[src/hdl/lsc_pkg.sv]
`default_nettype none
package lsc_pkg;

	// CORDIC gain 0.6072529350 scaled by 2^32
	localparam logic [31:0] GAIN_Q32 = 32'd2608131496;

	localparam int ATAN_ENTRIES = 24;

	// atan(2^-i) in units of 2^-32 turn, truncated
	localparam logic [31:0] ATAN_TAB [0:ATAN_ENTRIES-1] = '{
		32'h20000000, 32'h12e4051d, 32'h09fb385b, 32'h051111d4, 32'h028b0d43,
		32'h0145d7e1, 32'h00a2f61e, 32'h00517c55, 32'h0028be53, 32'h00145f2e,
		32'h000a2f98, 32'h000517cc, 32'h00028be6, 32'h000145f3, 32'h0000a2f9,
		32'h0000517c, 32'h000028be, 32'h0000145f, 32'h00000a2f, 32'h00000517,
		32'h0000028b, 32'h00000145, 32'h000000a2, 32'h00000051
	};

	// configuration register indexes
	localparam logic [1:0] REG_ANGLE_START = 2'd0;
	localparam logic [1:0] REG_ANGLE_STEP  = 2'd1;
	localparam logic [1:0] REG_RANGE_LO    = 2'd2;
	localparam logic [1:0] REG_RANGE_HI    = 2'd3;

	typedef enum logic [1:0] {
		TS_IDLE,
		TS_ANGLE,
		TS_KICK,
		TS_WAIT
	} lsc_top_state_t;

	typedef enum logic [2:0] {
		CS_IDLE,
		CS_GAIN,
		CS_INIT,
		CS_STEP,
		CS_ROUND,
		CS_DONE
	} lsc_cordic_state_t;

	typedef struct packed {
		logic        start;
		logic [15:0] range;
		logic [15:0] angle;
	} lsc_cordic_req_t;

	typedef struct packed {
		logic        done;
		logic [16:0] x_mm;
		logic [16:0] y_mm;
	} lsc_cordic_rsp_t;

	// round half up to millimetres and clamp to +/-65535
	function automatic logic [16:0] to_mm(input logic signed [33:0] v);
		logic signed [34:0] t;
		logic signed [34:0] r;
		logic [16:0]        res;
		t = 35'(v) + 35'sd32768;
		r = t >>> 16;
		if (r > 35'sd65535) begin
			res = 17'h0ffff;
		end else if (r < -35'sd65535) begin
			res = 17'h10001;
		end else begin
			res = r[16:0];
		end
		return res;
	endfunction

endpackage
`default_nettype wire

[src/hdl/lsc_if.sv]
`default_nettype none
interface lsc_beam_if;
	logic        valid;
	logic        ready;
	logic [15:0] range_mm;
	logic [15:0] beam_intensity;
	logic        end_of_scan;

	modport source (output valid, output range_mm, output beam_intensity,
		output end_of_scan, input ready);
	modport sink (input valid, input range_mm, input beam_intensity,
		input end_of_scan, output ready);
endinterface

interface lsc_point_if;
	logic               valid;
	logic               ready;
	logic signed [16:0] x_mm;
	logic signed [16:0] y_mm;
	logic [15:0]        point_intensity;
	logic [10:0]        beam_number;
	logic               kept;
	logic [11:0]        kept_total;
	logic               scan_done;

	modport source (output valid, output x_mm, output y_mm, output point_intensity,
		output beam_number, output kept, output kept_total, output scan_done,
		input ready);
	modport sink (input valid, input x_mm, input y_mm, input point_intensity,
		input beam_number, input kept, input kept_total, input scan_done,
		output ready);
endinterface
`default_nettype wire

[src/hdl/laser_scan_to_cartesian.sv]
`default_nettype none
// Projects one lidar beam per transfer from polar to Cartesian form. The beam
// angle is angle_start + beam_number * angle_step (binary angle, 65536 per turn);
// a rotation CORDIC gives x_mm and y_mm rounded to millimetres and clamped to
// +/-65535. Beams are numbered from 0 within a scan and kept when the range is at
// or above the lower range bound and below the upper range bound (an empty window
// keeps nothing); both counters restart after a beam flagged end_of_scan.
// One beam at a time is in flight: after a transfer the block passes through the angle
// and kick states and the CORDIC gain, init, step, round and done states before it
// takes the next beam (stage counts above 24 act as 24); the single CORDIC step unit does
// one micro-rotation per cycle, and the hand-over is held back while an earlier
// point still waits for the sink. A finished point waits in the output register,
// so the next beam can be taken while it is pending.
// Configuration registers (index 0..3: angle_start, angle_step, lower range bound,
// upper range bound) are to be written only while no beam is in flight; the block does not enforce it.
module laser_scan_to_cartesian #(
	parameter int MAX_BEAMS     = 2048,
	parameter int CORDIC_STAGES = 16
) (
	input  wire         clk,
	input  wire         arst_n,
	input  wire         cfg_we,
	input  wire  [1:0]  cfg_index,
	input  wire  [15:0] cfg_data,
	lsc_beam_if.sink    beam,
	lsc_point_if.source point
);

	localparam int IDX_CAP_I  = (MAX_BEAMS - 1 < 2047) ? MAX_BEAMS - 1 : 2047;
	localparam int KEPT_CAP_I = (MAX_BEAMS < 4095) ? MAX_BEAMS : 4095;
	localparam logic [10:0] IDX_CAP  = 11'(IDX_CAP_I);
	localparam logic [11:0] KEPT_CAP = 12'(KEPT_CAP_I);

	lsc_pkg::lsc_top_state_t state_q, state_d;
	lsc_pkg::lsc_cordic_req_t req;
	lsc_pkg::lsc_cordic_rsp_t rsp;

	logic [15:0] angle_start_q;
	logic [15:0] angle_step_q;
	logic [15:0] rng_lo_q;
	logic [15:0] rng_hi_q;
	logic [10:0] beam_cnt_q;
	logic [11:0] kept_cnt_q;
	logic        out_valid_q;

	logic [15:0] range_q;
	logic [15:0] inten_q;
	logic        eos_q;
	logic [10:0] beam_q;
	logic        keep_q;
	logic [11:0] kept_total_q;
	logic [15:0] angle_q;

	logic [16:0] out_x_q;
	logic [16:0] out_y_q;
	logic [15:0] out_inten_q;
	logic [10:0] out_beam_q;
	logic        out_keep_q;
	logic [11:0] out_kept_q;
	logic        out_eos_q;

	logic        in_xfer;
	logic        out_xfer;
	logic        load;
	logic        keep;
	logic [11:0] kept_next;
	logic [15:0] ang_prod;

	assign in_xfer  = beam.valid && beam.ready;
	assign out_xfer = point.valid && point.ready;
	assign keep     = (beam.range_mm >= rng_lo_q) && (beam.range_mm < rng_hi_q);
	assign kept_next = (keep && (kept_cnt_q < KEPT_CAP)) ? kept_cnt_q + 1'b1 : kept_cnt_q;
	assign ang_prod = 16'(27'(beam_q) * 27'(angle_step_q));

	always_ff @(posedge clk or negedge arst_n) begin
		if (!arst_n) begin
			angle_start_q <= '0;
			angle_step_q  <= '0;
			rng_lo_q      <= '0;
			rng_hi_q      <= 16'hffff;
		end else if (cfg_we) begin
			case (cfg_index)
				lsc_pkg::REG_ANGLE_START: angle_start_q <= cfg_data;
				lsc_pkg::REG_ANGLE_STEP:  angle_step_q  <= cfg_data;
				lsc_pkg::REG_RANGE_LO:    rng_lo_q      <= cfg_data;
				lsc_pkg::REG_RANGE_HI:    rng_hi_q      <= cfg_data;
				default: ;
			endcase
		end
	end

	always_ff @(posedge clk or negedge arst_n) begin
		if (!arst_n) begin
			state_q <= lsc_pkg::TS_IDLE;
		end else begin
			state_q <= state_d;
		end
	end

	always_comb begin
		state_d   = state_q;
		req.start = 1'b0;
		req.range = range_q;
		req.angle = angle_q;
		load      = 1'b0;
		case (state_q)
			lsc_pkg::TS_IDLE: begin
				if (in_xfer) state_d = lsc_pkg::TS_ANGLE;
			end
			lsc_pkg::TS_ANGLE: state_d = lsc_pkg::TS_KICK;
			lsc_pkg::TS_KICK: begin
				req.start = 1'b1;
				state_d   = lsc_pkg::TS_WAIT;
			end
			lsc_pkg::TS_WAIT: begin
				// hold the result until the output register is free
				if (rsp.done && (!out_valid_q || point.ready)) begin
					load    = 1'b1;
					state_d = lsc_pkg::TS_IDLE;
				end
			end
			default: state_d = lsc_pkg::TS_IDLE;
		endcase
	end

	assign beam.ready = (state_q == lsc_pkg::TS_IDLE);

	always_ff @(posedge clk or negedge arst_n) begin
		if (!arst_n) begin
			beam_cnt_q  <= '0;
			kept_cnt_q  <= '0;
			out_valid_q <= 1'b0;
		end else begin
			if (in_xfer) begin
				if (beam.end_of_scan) begin
					beam_cnt_q <= '0;
					kept_cnt_q <= '0;
				end else begin
					kept_cnt_q <= kept_next;
					if (beam_cnt_q < IDX_CAP) beam_cnt_q <= beam_cnt_q + 1'b1;
				end
			end
			if (load) begin
				out_valid_q <= 1'b1;
			end else if (out_xfer) begin
				out_valid_q <= 1'b0;
			end
		end
	end

	always_ff @(posedge clk) begin
		if (in_xfer) begin
			range_q      <= beam.range_mm;
			inten_q      <= beam.beam_intensity;
			eos_q        <= beam.end_of_scan;
			beam_q       <= beam_cnt_q;
			keep_q       <= keep;
			kept_total_q <= kept_next;
		end
		if (state_q == lsc_pkg::TS_ANGLE) begin
			angle_q <= angle_start_q + ang_prod;
		end
		if (load) begin
			out_x_q     <= rsp.x_mm;
			out_y_q     <= rsp.y_mm;
			out_inten_q <= inten_q;
			out_beam_q  <= beam_q;
			out_keep_q  <= keep_q;
			out_kept_q  <= kept_total_q;
			out_eos_q   <= eos_q;
		end
	end

	lsc_cordic #(
		.STAGES (CORDIC_STAGES)
	) u_cordic (
		.clk    (clk),
		.arst_n (arst_n),
		.req    (req),
		.rsp    (rsp)
	);

	assign point.valid           = out_valid_q;
	assign point.x_mm            = $signed(out_x_q);
	assign point.y_mm            = $signed(out_y_q);
	assign point.point_intensity = out_inten_q;
	assign point.beam_number     = out_beam_q;
	assign point.kept            = out_keep_q;
	assign point.kept_total      = out_kept_q;
	assign point.scan_done       = out_eos_q;

endmodule
`default_nettype wire

[src/hdl/lsc_cordic.sv]
`default_nettype none
module lsc_cordic #(
	parameter int STAGES = 16
) (
	input  wire                      clk,
	input  wire                      arst_n,
	input  wire lsc_pkg::lsc_cordic_req_t req,
	output lsc_pkg::lsc_cordic_rsp_t rsp
);

	localparam int NSTEP  = (STAGES > lsc_pkg::ATAN_ENTRIES) ? lsc_pkg::ATAN_ENTRIES : STAGES;
	localparam int STEP_W = (NSTEP > 1) ? $clog2(NSTEP) : 1;
	localparam logic [STEP_W-1:0] LAST_STEP = STEP_W'(NSTEP - 1);

	lsc_pkg::lsc_cordic_state_t state_q, state_d;

	logic [STEP_W-1:0]  step_q;
	logic [15:0]        range_q;
	logic [15:0]        angle_q;
	logic [31:0]        x0_q;
	logic signed [33:0] x_q;
	logic signed [33:0] y_q;
	logic signed [32:0] z_q;
	logic [16:0]        x_mm_q;
	logic [16:0]        y_mm_q;

	logic [47:0]        gain_prod;
	logic [31:0]        phase;
	logic               flip;
	logic signed [33:0] dx;
	logic signed [33:0] dy;
	logic signed [32:0] atan_v;

	assign gain_prod = 48'(range_q) * 48'(lsc_pkg::GAIN_Q32);
	assign flip      = (angle_q[15:14] == 2'b01) || (angle_q[15:14] == 2'b10);
	assign phase     = {angle_q[15] ^ flip, angle_q[14:0], 16'b0};
	assign dx        = y_q >>> step_q;
	assign dy        = x_q >>> step_q;
	assign atan_v    = $signed({1'b0, lsc_pkg::ATAN_TAB[5'(step_q)]});

	always_ff @(posedge clk or negedge arst_n) begin
		if (!arst_n) begin
			state_q <= lsc_pkg::CS_IDLE;
		end else begin
			state_q <= state_d;
		end
	end

	always_comb begin
		state_d = state_q;
		case (state_q)
			lsc_pkg::CS_IDLE, lsc_pkg::CS_DONE: begin
				if (req.start) state_d = lsc_pkg::CS_GAIN;
			end
			lsc_pkg::CS_GAIN:  state_d = lsc_pkg::CS_INIT;
			lsc_pkg::CS_INIT:  state_d = lsc_pkg::CS_STEP;
			lsc_pkg::CS_STEP: begin
				if (step_q == LAST_STEP) state_d = lsc_pkg::CS_ROUND;
			end
			lsc_pkg::CS_ROUND: state_d = lsc_pkg::CS_DONE;
			default:           state_d = lsc_pkg::CS_IDLE;
		endcase
	end

	always_ff @(posedge clk or negedge arst_n) begin
		if (!arst_n) begin
			step_q <= '0;
		end else if (state_q == lsc_pkg::CS_INIT) begin
			step_q <= '0;
		end else if (state_q == lsc_pkg::CS_STEP) begin
			step_q <= step_q + 1'b1;
		end
	end

	always_ff @(posedge clk) begin
		case (state_q)
			lsc_pkg::CS_IDLE, lsc_pkg::CS_DONE: begin
				if (req.start) begin
					range_q <= req.range;
					angle_q <= req.angle;
				end
			end
			lsc_pkg::CS_GAIN: x0_q <= gain_prod[47:16];
			lsc_pkg::CS_INIT: begin
				// left half-plane: turn by half a turn and negate the start vector
				x_q <= flip ? -$signed({2'b00, x0_q}) : $signed({2'b00, x0_q});
				y_q <= '0;
				z_q <= $signed({phase[31], phase});
			end
			lsc_pkg::CS_STEP: begin
				if (!z_q[32]) begin
					x_q <= x_q - dx;
					y_q <= y_q + dy;
					z_q <= z_q - atan_v;
				end else begin
					x_q <= x_q + dx;
					y_q <= y_q - dy;
					z_q <= z_q + atan_v;
				end
			end
			lsc_pkg::CS_ROUND: begin
				x_mm_q <= lsc_pkg::to_mm(x_q);
				y_mm_q <= lsc_pkg::to_mm(y_q);
			end
			default: ;
		endcase
	end

	assign rsp.done = (state_q == lsc_pkg::CS_DONE);
	assign rsp.x_mm = x_mm_q;
	assign rsp.y_mm = y_mm_q;

endmodule
`default_nettype wire

[src/flat_wrapper.sv]
// flat-port wrapper written by rule: the top's interface ports become plain ports
module laser_scan_to_cartesian_flat 
#(
	parameter int MAX_BEAMS     = 2048,
	parameter int CORDIC_STAGES = 16
)
  (clk, arst_n, cfg_we, cfg_index, cfg_data, beam_valid, beam_range_mm, beam_beam_intensity, beam_end_of_scan, beam_ready, point_valid, point_x_mm, point_y_mm, point_point_intensity, point_beam_number, point_kept, point_kept_total, point_scan_done, point_ready);
  lsc_beam_if beam_i ();
  lsc_point_if point_i ();
  input  wire clk;
  input  wire arst_n;
  input  wire cfg_we;
  input  wire  [1:0] cfg_index;
  input  wire  [15:0] cfg_data;
  input wire logic [$bits(beam_i.valid)-1:0] beam_valid;
  input wire logic [$bits(beam_i.range_mm)-1:0] beam_range_mm;
  input wire logic [$bits(beam_i.beam_intensity)-1:0] beam_beam_intensity;
  input wire logic [$bits(beam_i.end_of_scan)-1:0] beam_end_of_scan;
  output wire logic [$bits(beam_i.ready)-1:0] beam_ready;
  output wire logic [$bits(point_i.valid)-1:0] point_valid;
  output wire logic [$bits(point_i.x_mm)-1:0] point_x_mm;
  output wire logic [$bits(point_i.y_mm)-1:0] point_y_mm;
  output wire logic [$bits(point_i.point_intensity)-1:0] point_point_intensity;
  output wire logic [$bits(point_i.beam_number)-1:0] point_beam_number;
  output wire logic [$bits(point_i.kept)-1:0] point_kept;
  output wire logic [$bits(point_i.kept_total)-1:0] point_kept_total;
  output wire logic [$bits(point_i.scan_done)-1:0] point_scan_done;
  input wire logic [$bits(point_i.ready)-1:0] point_ready;
  assign beam_i.valid = beam_valid;
  assign beam_i.range_mm = beam_range_mm;
  assign beam_i.beam_intensity = beam_beam_intensity;
  assign beam_i.end_of_scan = beam_end_of_scan;
  assign beam_ready = beam_i.ready;
  assign point_valid = point_i.valid;
  assign point_x_mm = point_i.x_mm;
  assign point_y_mm = point_i.y_mm;
  assign point_point_intensity = point_i.point_intensity;
  assign point_beam_number = point_i.beam_number;
  assign point_kept = point_i.kept;
  assign point_kept_total = point_i.kept_total;
  assign point_scan_done = point_i.scan_done;
  assign point_i.ready = point_ready;
  laser_scan_to_cartesian #(.MAX_BEAMS(MAX_BEAMS), .CORDIC_STAGES(CORDIC_STAGES)) u_core (.clk(clk), .arst_n(arst_n), .cfg_we(cfg_we), .cfg_index(cfg_index), .cfg_data(cfg_data), .beam(beam_i), .point(point_i));
endmodule
[config.mk]
export PLATFORM = sky130hd
export DESIGN_NAME = laser_scan_to_cartesian_flat
export DESIGN_NICKNAME = d
export VERILOG_FILES = /design/src/hdl/lsc_pkg.sv /design/src/hdl/lsc_if.sv /design/src/hdl/laser_scan_to_cartesian.sv /design/src/hdl/lsc_cordic.sv /design/src/flat_wrapper.sv
export SDC_FILE = /design/constraint.sdc
export NUM_CORES = 2
export LEC_CHECK = 0
export BUFFER_PORTS_ARGS = -buffer_cell sky130_fd_sc_hd__buf_2
export CAP_MARGIN = 20
export CELL_PAD_IN_SITES_DETAIL_PLACEMENT = 1
export CELL_PAD_IN_SITES_GLOBAL_PLACEMENT = 1
export CORE_MARGIN = 1
export CORE_UTILIZATION = 52
export CTS_BUF_LIST = sky130_fd_sc_hd__clkbuf_8
export DETAILED_ROUTE_END_ITERATION = 8
export PLACE_DENSITY = 0.85
export REMOVE_ABC_BUFFERS = 1
export SETUP_SLACK_MARGIN = 0.2
export SYNTH_ARGS = -nofsm -noshare
export SYNTH_HDL_FRONTEND = slang
export SYNTH_HIERARCHICAL = 1
export SYNTH_SLANG_ARGS = --single-unit
[constraint.sdc]
create_clock -name clk -period 9.05 [get_ports clk]
set_clock_uncertainty 0.2 [all_clocks]
set_input_delay 1.81 -clock clk [delete_from_list [all_inputs] [get_ports clk]]
set_output_delay 1.81 -clock clk [all_outputs]
set_load 0.02 [all_outputs]
==> results.py <==
metrics = {
    "logic_synthesis": {
        "synth-edff-count": 347,
        "yosysTopAreaCell": "edfxtp_1",
        "synth_warnings": 6,
        "mapped_cell_area_um2": 39690,
        "synth_largest_type_area_fraction_pct": 26.25,
        "synthDistinctLibCells": 91,
        "synth_common_cells": "inv_1 (500), edfxtp_1 (347), ha_1 (339), nand2_1 (312), fa_1 (265)",
        "synth_area_leaders": "edfxtp_1 (26%), fa_1 (13%), ha_1 (11%), dfrtp_1 (5.1%), inv_1 (4.7%)",
        "synth_most_common_cell": "inv_1",
        "async_reset_ff_share_pct": 21.85,
        "synth_top_flop_cell": "edfxtp_1",
        "avgSynthCellArea_um2": 10.24,
        "postSynthCellCount": 3876,
        "synth-seq-area-share_pct": 32.42,
        "postSynthRegisterBits": 444,
    },
    "sta": {
        "finalSetupViolations": 0,
        "max_slew_margin_pct": 22.81,
        "period_share_pct": 84.46,
        "final_critical_path_setup_slack_ps": 1406,
        "tightestPinTransition_ps": 1155,
        "rsz0062_at_grt": "false",
        "tns_ps": 0,
        "finalCriticalPeriod_ps": 7644,
        "slew_viol_final": 0,
        "clock.fmax_ghz": 0.1308,
        "report.final.hold_viol_count": 0,
    },
    "floorplanning": {
        "rows": 100,
        "boundaryPins": 133,
        "die_height_um": 278.3,
        "die_ar_um2": 77440,
        "die_width_um": 278.3,
        "initial_utilization_pct": 52.96,
        "core_area_um2": 74950,
    },
    "outcome": {
        "result_of_the_run": "finished, final reports clean",
    },
    "worst_setup_path": {
        "timing.critical_path.max_delay_family": "adder cells",
        "worst_ep_arrival_time_ps": 7900,
        "path_class": "reg2reg",
        "reg2reg_slack_ps": 1410,
        "worstReg2RegEnd": "u_core/u_cordic/x0_q[31]$_DFFE_PP_",
        "timing.critical_path.from_type": "register",
        "r2r.worst_path.cells": 22,
        "timing.critical_path.buf_inv": 4,
        "cp_max_fo": 7,
        "capturing_element_type_of_the_critical_path": "register",
        "path_cells": "ha_1 -> inv_1 -> fa_1 -> fa_1 -> inv_1 -> fa_1 -> fa_1 -> inv_1 -> fa_1 -> inv_1 -> ha_1 -> nand2_1 -> a2111oi_0 -> o221ai_1 -> a31oi_1 -> a21o_1 -> nor2_1 -> o41ai_1 -> nand4_1 -> nand4b_1 -> a21oi_1 -> xnor2_1",
        "crit_path_max_incr_delay_ps": 730,
        "crit_path_top_delay_cell": "o41ai_1",
        "required_time_of_the_critical_path_ps": 9300,
        "worstReg2RegStart": "u_core/u_cordic/range_q[7]$_DFFE_PP_",
        "dominant_cell_type_by_count_on_the_critical_path": "fa_1",
    },
    "worst_hold_path": {
        "hold-path-cell-count": 0,
        "hold_class": "reg2reg",
        "hold-path-endpoint": "u_core/u_cordic/range_q[13]$_DFFE_PP_",
        "source_of_the_worst_hold_timing_path": "u_core/range_q[13]$_DFFE_PP_",
    },
    "place": {
        "placement.setup.worst_slack_ps": 1391,
        "gp_weighted_congestion": 0.9121,
        "post-dp-hpwl_um": 87390,
        "port_buffers": 132,
        "dpl-instance-area_um2": 41150,
    },
    "route": {
        "drc": 0,
        "firstDrtPassIters": 5,
        "detail_route.wl_per_cell_um": 22.85,
        "drt_first_iter_violations": 1779,
        "finalWirelength_um": 114300,
        "dr_total_vias": 29810,
        "antenna_violating_nets_post_route": 0,
        "vias_per_cell": 5.956,
    },
    "clock_network": {
        "clock_sinks": 444,
        "cts.clk_slew.worst_paths_ps": 70,
        "post_cts_buffers": 0,
        "postCtsHoldBufs": 0,
        "tritoncts": "yes",
        "numCtsBuffers": 79,
        "clock_tree.root_cell": "clkbuf_8",
        "clock_insertion_delay_worst_skew_ps": 710,
        "quantity_of_gates_resized_following_cts": 0,
        "clockBufferDepth": 3,
        "cts_htree_levels": 3,
    },
    "layout": {
        "stdcell_area_um2": 42830,
        "final-seq-area_um2": 12880,
        "fillCellCount": 8237,
        "multi_input_comb_area_um2": 24330,
        "synthToLayoutAreaGrowth_pct": 7.918,
        "final_layout_size_suffix_gt1_share_pct": 12.17,
        "final_nets": 4632,
    },
    "grt": {
        "first_global_vias": 32640,
        "grt_first_pass_wirelength_um": 180800,
        "grt_use_total_pct": 29.77,
        "global_route.overflow_total": 0,
        "grt_max_degree": 71,
        "number_of_antenna_violations_at_the_first_check_in_global_routing": 1,
    },
    "flow_run": {
        "cap_viol_max_count": 0,
    },
}
[how the worst max path moves through the flow]
| stage | from | to | cells after the start |
|---|---|---|---|
| after global placement | u_core/u_cordic/range_q[7]$_DFFE_PP_ | u_core/u_cordic/x0_q[31]$_DFFE_PP_ | 22 |
| final | u_core/u_cordic/range_q[7]$_DFFE_PP_ | u_core/u_cordic/x0_q[31]$_DFFE_PP_ | 22 |
| after floorplan | u_core/u_cordic/step_q[0]$_DFFE_PN0P_ | u_core/u_cordic/z_q[24]$_DFFE_PP_ | 22 |
| after detailed placement | u_core/u_cordic/range_q[7]$_DFFE_PP_ | u_core/u_cordic/x0_q[31]$_DFFE_PP_ | 22 |
| after global routing | u_core/u_cordic/range_q[5]$_DFFE_PP_ | u_core/u_cordic/x0_q[31]$_DFFE_PP_ | 22 |
| after CTS | u_core/u_cordic/range_q[12]$_DFFE_PP_ | u_core/u_cordic/x0_q[31]$_DFFE_PP_ | 22 |
[registers in the layout, indices dropped and copies added, names as in the netlist, 17 cells and up]
register,count
u_core/u_cordic/y_q,34
u_core/point.y_mm,17
u_core/u_cordic/x_mm_q,17
u_core/u_cordic/z_q,33
u_core/u_cordic/y_mm_q,17
u_core/u_cordic/x_q,34
u_core/point.x_mm,17
u_core/u_cordic/x0_q,32
[layer usage]
layer	vias to the layer above	global-route usage [%]	share of wire [%]
met5	-	0	0
met2	909	52.90	51
met4	0	12.85	4.4
met1	15001	36.40	41
li1	13596	-	-
met3	304	3.484	4.4
[layout by cell type, fill, tap and decap left out, drive strengths merged, types with 76 or more instances in the layout]
cell type  synthesis  layout
dfrtp             81      81
buf               43     158
inv              503     533
o21ai            190     190
edfxtp           347     347
a21oi            233     233
ha               339     339
clkbuf           100      83
xor2             130     130
mux2              76      76
xnor2            181     181
fa               265     265
nand2            312     312
nor2             248     248
[cell type report]
| class | instances | area share (%) |
|---|---|---|
| Antenna cell | 1 | 0.005842 |
| Multi-Input combinational cell | 2785 | 56.79 |
| Tap cell | 969 | 2.830 |
| Clock inverter | 61 | 1.168 |
| Timing Repair Buffer | 158 | 2.051 |
| Sequential cell | 444 | 30.06 |
| Clock buffer | 83 | 2.667 |
| Inverter | 504 | 4.425 |
[kinds of logic (layout without fill, tap and decap cells)]
family                   count (synthesis)  in the layout  synth area share (%)
flip-flops                             444            444                 32.42
AO/OA/AOI/OAI                          719            719                 11.18
multiplexers                           206            206                 7.660
XOR/XNOR                               311            311                 6.881
adder cells (fa/ha/maj)                604            604                 24.05
other                                    0              1                     0
buffers and inverters                  647            806                 6.368
AND/OR/NAND/NOR                        945            945                 11.44
[stage by stage]
| step | hold slack, ps | instances | util, % |
|---|---|---|---|
| final | 205.3 | 5005 | 57.15 |
| after CTS | 200.1 | 5001 | 57.09 |
| after detailed placement | 205.6 | 4857 | 54.90 |
| after floorplan | 200.3 | 3733 | - |
| after global placement | 200.8 | 4857 | 54.90 |
| after global routing | 207.7 | 5005 | 57.15 |
Power is left out: the tool's default activity adds up to more than one toggle a clock period on the data nets, which glitch-free logic cannot reach.
